$ cat config.mk
export PLATFORM = sky130hd
export DESIGN_NAME = qrs_sqrt
export DESIGN_NICKNAME = d
export VERILOG_FILES = /design/src/hw/rtl/quadratic_root_solver_macros.svh /design/src/hw/rtl/qrs_pkg.sv /design/src/hw/rtl/qrs_sqrt.sv
export SDC_FILE = /design/constraint.sdc
export NUM_CORES = 2
export LEC_CHECK = 0
export BUFFER_PORTS_ARGS = -buffer_cell sky130_fd_sc_hd__buf_4
export CORE_ASPECT_RATIO = 0.75
export CORE_MARGIN = 3
export CORE_UTILIZATION = 45
export DETAILED_ROUTE_END_ITERATION = 10
export HOLD_SLACK_MARGIN = 0.06
export SLEW_MARGIN = 20
export SYNTH_ARGS = -nofsm -noshare
export SYNTH_HDL_FRONTEND = slang
export SYNTH_MEMORY_MAX_BITS = 65536
export SYNTH_SLANG_ARGS = --single-unit
$ cat constraint.sdc
create_clock -name clk -period 4.7 [get_ports clk]
set_input_delay 0.235 -clock clk [delete_from_list [all_inputs] [get_ports clk]]
set_output_delay 0.235 -clock clk [all_outputs]
set_load 0.02 [all_outputs]
$ cat src/hw/rtl/quadratic_root_solver_macros.svh
// ----------------------------------------------------------------------------
// quadratic root solver assertion macros
// shared concurrent check forms, clocked on clk and off during reset
// ----------------------------------------------------------------------------
`ifndef QUADRATIC_ROOT_SOLVER_MACROS_SVH
`define QUADRATIC_ROOT_SOLVER_MACROS_SVH

// plain invariant that holds at every edge
`define QRS_CHECK(name, expr, msg) \
  name: assert property (@(posedge clk) disable iff (!rst_n) (expr)) \
    else $error(msg);

// condition on the same edge implies a consequence
`define QRS_IMPLY(name, ante, cons, msg) \
  name: assert property (@(posedge clk) disable iff (!rst_n) (ante) |-> (cons)) \
    else $error(msg);

`endif

$ cat src/hw/rtl/qrs_pkg.sv
// ----------------------------------------------------------------------------
// qrs_pkg
// widths, latencies, result codes and pipeline word types of the solver
// ----------------------------------------------------------------------------
`default_nettype none

package qrs_pkg;

  localparam int COEF_W    = 32;
  localparam int FRAC_BITS = 16;
  localparam int MAG_W     = COEF_W;
  localparam int PROD_W    = 2 * MAG_W;
  localparam int DISC_W    = PROD_W + 1;
  localparam int ROOT_W    = (DISC_W + 1) / 2;
  localparam int REM_W     = ROOT_W + 3;
  localparam int NUM_W     = ROOT_W + 2;
  localparam int DEN_W     = MAG_W + 1;
  localparam int QNUM_W    = NUM_W + FRAC_BITS;
  localparam int SQRT_LAT  = ROOT_W;
  localparam int DIV_LAT   = QNUM_W;

  localparam logic [QNUM_W-1:0] SAT_NEG = QNUM_W'(1) << (COEF_W - 1);
  localparam logic [QNUM_W-1:0] SAT_POS = SAT_NEG - QNUM_W'(1);
  localparam logic [COEF_W-1:0] ROOT_MAX = {1'b0, {(COEF_W-1){1'b1}}};
  localparam logic [COEF_W-1:0] ROOT_MIN = {1'b1, {(COEF_W-1){1'b0}}};

  typedef enum logic [2:0] {
    OUT_INFINITE = 3'd0,
    OUT_LIN_NONE = 3'd1,
    OUT_LIN_ONE  = 3'd2,
    OUT_TWO      = 3'd3,
    OUT_DOUBLE   = 3'd4,
    OUT_COMPLEX  = 3'd5
  } outcome_t;

  typedef struct packed {
    outcome_t           outcome;
    logic [MAG_W-1:0]   am;
    logic [MAG_W-1:0]   bm;
    logic [MAG_W-1:0]   cm;
    logic               an;
    logic               bn;
    logic               cn;
  } meta_t;

  typedef struct packed {
    outcome_t outcome;
    logic     neg1;
    logic     neg2;
  } rmeta_t;

endpackage

`default_nettype wire

$ cat src/hw/rtl/qrs_sqrt.sv
// ----------------------------------------------------------------------------
// qrs_sqrt
// pipelined integer square root, one result bit per stage
// ----------------------------------------------------------------------------
`default_nettype none

module qrs_sqrt (
  input  wire logic                       clk,
  input  wire logic [qrs_pkg::DISC_W-1:0] rad,
  output logic      [qrs_pkg::ROOT_W-1:0] root
);
  import qrs_pkg::*;

  logic [2*ROOT_W-1:0] rad_r  [SQRT_LAT];
  logic [REM_W-1:0]    rem_r  [SQRT_LAT];
  logic [ROOT_W-1:0]   root_r [SQRT_LAT];

  for (genvar i = 0; i < SQRT_LAT; i++) begin : g_stage
    logic [2*ROOT_W-1:0] prev_rad;
    logic [REM_W-1:0]    prev_rem;
    logic [ROOT_W-1:0]   prev_root;
    logic [REM_W-1:0]    rem_sh;
    logic [REM_W-1:0]    trial;

    if (i == 0) begin : g_first
      assign prev_rad  = (2*ROOT_W)'(rad);
      assign prev_rem  = '0;
      assign prev_root = '0;
    end else begin : g_next
      assign prev_rad  = rad_r[i-1];
      assign prev_rem  = rem_r[i-1];
      assign prev_root = root_r[i-1];
    end

    // bring down the next two radicand bits, try root*4+1
    assign rem_sh = {prev_rem[REM_W-3:0], prev_rad[2*ROOT_W-1 -: 2]};
    assign trial  = {1'b0, prev_root, 2'b01};

    always_ff @(posedge clk) begin
      rad_r[i] <= prev_rad << 2;
      if (rem_sh >= trial) begin
        rem_r[i]  <= rem_sh - trial;
        root_r[i] <= {prev_root[ROOT_W-2:0], 1'b1};
      end else begin
        rem_r[i]  <= rem_sh;
        root_r[i] <= {prev_root[ROOT_W-2:0], 1'b0};
      end
    end
  end

  assign root = root_r[SQRT_LAT-1];

endmodule

`default_nettype wire

# == Word level (Yosys, flattened, before mapping) ==
# Memories as Yosys holds them, arrays and structs flattened.
# Cells that the tools add are included.
# classes
mux,165
magnitude_cmp,33
n_addsub,33
bitwise_logic,66
# ops
op,n
2-to-1 mux 36 bit,33
greater-or-equal comparator 36 x 35 -> 1 bit,32
subtractor 36 x 35 -> 36 bit,32
2-to-1 mux 33 bit,33
2-to-1 mux 1 bit,99
OR 1 bit,66
"subtractor 1 x 1 -> 2 bit, second input constant",1
"greater-or-equal comparator 1 bit, second input constant",1
# totals
ram_bits,4389
out_inout_bits,33
memories,3
inputBits,66
elab_cells,300
regBits,0
# memory_table
name,words,width,rd,rd_clocked_by_memory_dff,write_ports,line_no,rtl
rad_r,33,64,32,0,33,qrs_sqrt.sv:14,logic [2*ROOT_W-1:0] rad_r [SQRT_LAT];
rem_r,33,36,32,0,33,qrs_sqrt.sv:15,logic [REM_W-1:0] rem_r [SQRT_LAT];
root_r,33,33,33,0,33,qrs_sqrt.sv:16,logic [ROOT_W-1:0] root_r [SQRT_LAT];

# == Logic depth before layout (Yosys ltp) ==
# An unclocked memory read counts as a cell.
# logic_depth
ltp_word,5
mapped_depth,15

# == Worst setup path before layout ==
# OpenSTA, ideal clock, no wires.
# synth_path
kind,flip-flop to flip-flop
startpoint,mem rem_r[8][20] (netlist bit)
endpoint,mem rem_r[9][23] (netlist bit)
path_stages_with_launch,13
setup_ns,0.134
t_arrival_ns,3.424
slack_ns,1.143
synth_period_minus_slack_ns,3.557
path_cell_list,dfxtp_1 -> or4_1 -> or3_1 -> or4_1 -> or3_1 -> or4_1 -> nor4_4 -> or4_1 -> buf_4 -> or2_2 -> buf_4 -> nor4_1 -> xor2_1
# synth_lines
element,line_no
start: declaration,qrs_sqrt.sv:15

==> summary.txt <==
Synthesis
  – Main flop type after synthesis: dfxtp_1
  – Synthesized net count: 10100
  – Post-synthesis share of cell area spent on xor and xnor gates: 0.0801
  – Fraction of the mapped netlist area in adder cells: 0.0774
  – Seq cells post-synth: 2649
  – Synth cell count leaders: 2649 x dfxtp_1, 753 x inv_1, 672 x nand2_1, 597 x a21oi_1, 594 x ha_1
  – Number of library cell types mapped by synthesis: 83
  – Simple-gate share of the synthesized area: 0.120
  – Fraction of the mapped netlist area in compound gates: 0.124
  – Cell count after synthesis: 9440
  – Share of synthesized area occupied by flip-flops and latches: 0.552
  – Count of flip-flops with a built-in enable after synthesis: 0
  – Library cell occupying the most area in the post-synthesis netlist: dfxtp_1
  – Synth area leaders: dfxtp_1 55%, ha_1 7.7%, xor2_1 4.1%, xnor2_1 3.9%, a21oi_1 3.1%
  – Proportion of synthesized flip-flops having asynchronous set or reset: 0
  – Area share of the largest cell type after synthesis: 0.552
  – Most repeated cell in the gate-level netlist after synthesis: dfxtp_1
  – Syn avg cell area: 10.2 um2
  – Multiplexer area fraction after synthesis: 0.00928
  – Largest family of logic cells by synthesized area: compound AO/OA/AOI/OAI gates
  – Yosys warns: 0
  – Post-synth design cell area: 96000 um2

Clock tree
  – Post_cts resized: 0
  – Clock transition at the register clock pins on the worst setup and hold paths after CTS: 0.06 ns
  – Max Buffers Root-to-Sink: 4
  – Quantity of hold-fixing buffers added after cts: 130
  – Post-CTS Repair Setup Buffers: 0
  – Clock Latency Late Sink: 0.85 ns
  – CTS sink cnt: 2649
  – Number of buffers inserted during clock tree synthesis: 267
  – Cell at the root of the clock tree: clkbuf_16
  – CTS HTree Levels: 5
  – TritonCTS clock tree: done

Pwr
  – Worst IR Drop VDD: 375 uV
  – Cell area power density: 536 nW/um2
  – Static Leakage: 51.7 nW

Timing
  – Summed negative setup slack over all endpoints: 0 ns
  – Finish-stage setup viols: 0
  – Relative slew slack: 0.329
  – Number of hold violations in the final report: 0
  – Setup skew after layout: 0.0736 ns
  – Crit share post-route: 0.816
  – Max Slew Vio Count: 0
  – Unrepaired setup endpoints after global routing: no
  – Slew at the pin with the worst max-slew slack: 0.997 ns
  – Maximum operating frequency: 0.261 GHz
  – Fin crit period: 3.84 ns

Floorplanning
  – Area of the placeable core: 212000 um2
  – Starting utilization of the core area: 0.454
  – Width of the die: 539 um
  – Total Die Area: 219000 um2
  – Die extent in y: 406 um
  – Number of placed I/O pins: 99
  – Standard-cell rows: 146

GRT
  – Overall Global Routing Usage: 0.194
  – Antenna violations before repair: 9
  – First-pass GRT wire length: 344 mm
  – Routing usage on met1: 0.295
  – Largest net degree at the start of global routing: 52
  – Vias in the first global route: 62534
  – Most utilized layer in the global route result: met1
  – Met3 Usage GRT: 0.0348
  – GRT overflow: 0
  – Global routing usage on met2: 0.279

Setup path
  – R2R setup slack: 0.86 ns
  – Worst setup path category: reg2reg
  – Critical R2R Capture: rem_r[29][4]
  – Count of cells along the worst register-to-register path: 11
  – Endpoint kind of the worst setup timing path: flip-flop
  – Critical R2R Launch: root_r[28][0]
  – Crit path DAT: 4.54 ns
  – Worst setup SP type: flip-flop
  – Critical path fanouts, max: 17
  – Worst EP required: 5.40 ns

Route
  – First-pass detailed-route iteration total: 6
  – Post-detailed-route DRC marker count: 0
  – Via count: 65093
  – ANT nets after route: 0
  – WL per Instance: 16.9 um
  – Vias per Instance: 5.09
  – Violation count after the first detailed-routing iteration: 4307
  – Final Routed Wirelength: 216 mm

Place
  – Hpwl dp: 163 mm
  – Routability cong.: 0.894
  – Number of instances in the placed design: 12204
  – Number of I/O port buffers: 98

Layout
  – Filler-free cell count of the finished design: 12799
  – Number of nets in the layout: 10451
  – Core Util, Final: 0.521
  – Share of final-layout standard cells stronger than drive strength 1: 0.0733
  – Layout Area Growth over Synthesis: 14.9%

Hold path
  – Hold Path End: rad_r[0][947]
  – Worst Hold Class: reg2reg
  – Start point of the worst hold path: rad_r[0][881]
  – Worst hold path stage count: 0

Flow run
  – Max capacitance violation total: 0

Run status
  – Outcome: completed
-- stage by stage --
stage | hold slack (ns) | setup WS [ns] | area (um2) | power, mW
floorplan | 0.263 | 1.14 | 96000 | 34.9
global placement | 0.309 | 0.925 | 100000 | 37.9
CTS | 0.281 | 0.884 | 110000 | 59.8
detailed placement | 0.312 | 0.915 | 100000 | 38.0
global route | 0.277 | 0.538 | 110000 | 62.2
finish | 0.274 | 0.863 | 110000 | 59.2
-- worst max-delay path, cell delays in order (launching register included) --
cell      delay [ns]
dfxtp_1         0.33
inv_1           0.05
ha_1            0.32
nor2b_1         0.17
o31a_1          0.28
o31a_1          0.29
o21a_1          0.25
a211oi_1        0.59
o21ai_0         0.34
a21oi_4         0.48
buf_4           0.29
mux2_2          0.35
-- power by group --
group,internal (mW),total [mW],leakage (nW),switching (mW)
logic,3.95,8.88,25.2,4.93
registers,26.0,28.8,22.2,2.89
clock network,12.7,21.4,4.35,8.70
total,42.6,59.2,51.7,16.5
-- area by class of cell --
class                   count  area, um2
multi-input cells        5843      39600
clock inverters           109       1410
inverters                 753       2830
diodes                      1       2.50
flip-flops and latches   2649      53000
clock buffers             355       7510
repair buffers            277       2440
fillers                 18773     101000
well taps                2812       3520
-- how the worst max path moves through the flow --
stage / startpoint / end / depth (start not counted)
finish: root_r[28][0] / rem_r[29][4] / 11
global route: root_r[7][0] / rem_r[8][27] / 12
CTS: rem_r[8][20] / rem_r[9][25] / 10
detailed placement: rem_r[8][20] / rem_r[9][31] / 10
global placement: rem_r[8][20] / rem_r[9][23] / 10
floorplan: rem_r[8][20] / rem_r[9][23] / 12
-- flip-flops by register name, indices dropped and copies added (netlist names) --
signal / count
rem_r: 1032
root_r: 561
rad_r: 1056
-- logic make-up after synthesis --
logic type | after synthesis
AO/OA/AOI/OAI | 1942
buffers and inverters | 948
XOR/XNOR | 878
multiplexers | 80
adder cells (fa/ha/maj) | 594
AND/OR/NAND/NOR | 2348
flip-flops | 2649
other | 1
-- layer usage --
metal  up-vias  routed length, um
li1      32942                  -
met1     30265             112000
met2      1564              86600
met3       318              13100
met4         4               4630
met5         -                 27
-- cells in the final DEF, fill, tap and decap left out, drive strengths merged, types with 283 or more instances in the layout --
cell	n
a21o	283
a21oi	597
clkbuf	355
dfxtp	2649
ha	594
inv	767
nand2	672
nor2	541
o21ai	543
xnor2	424
xor2	454
No activity file was read; power rests on OpenSTA's default activity.
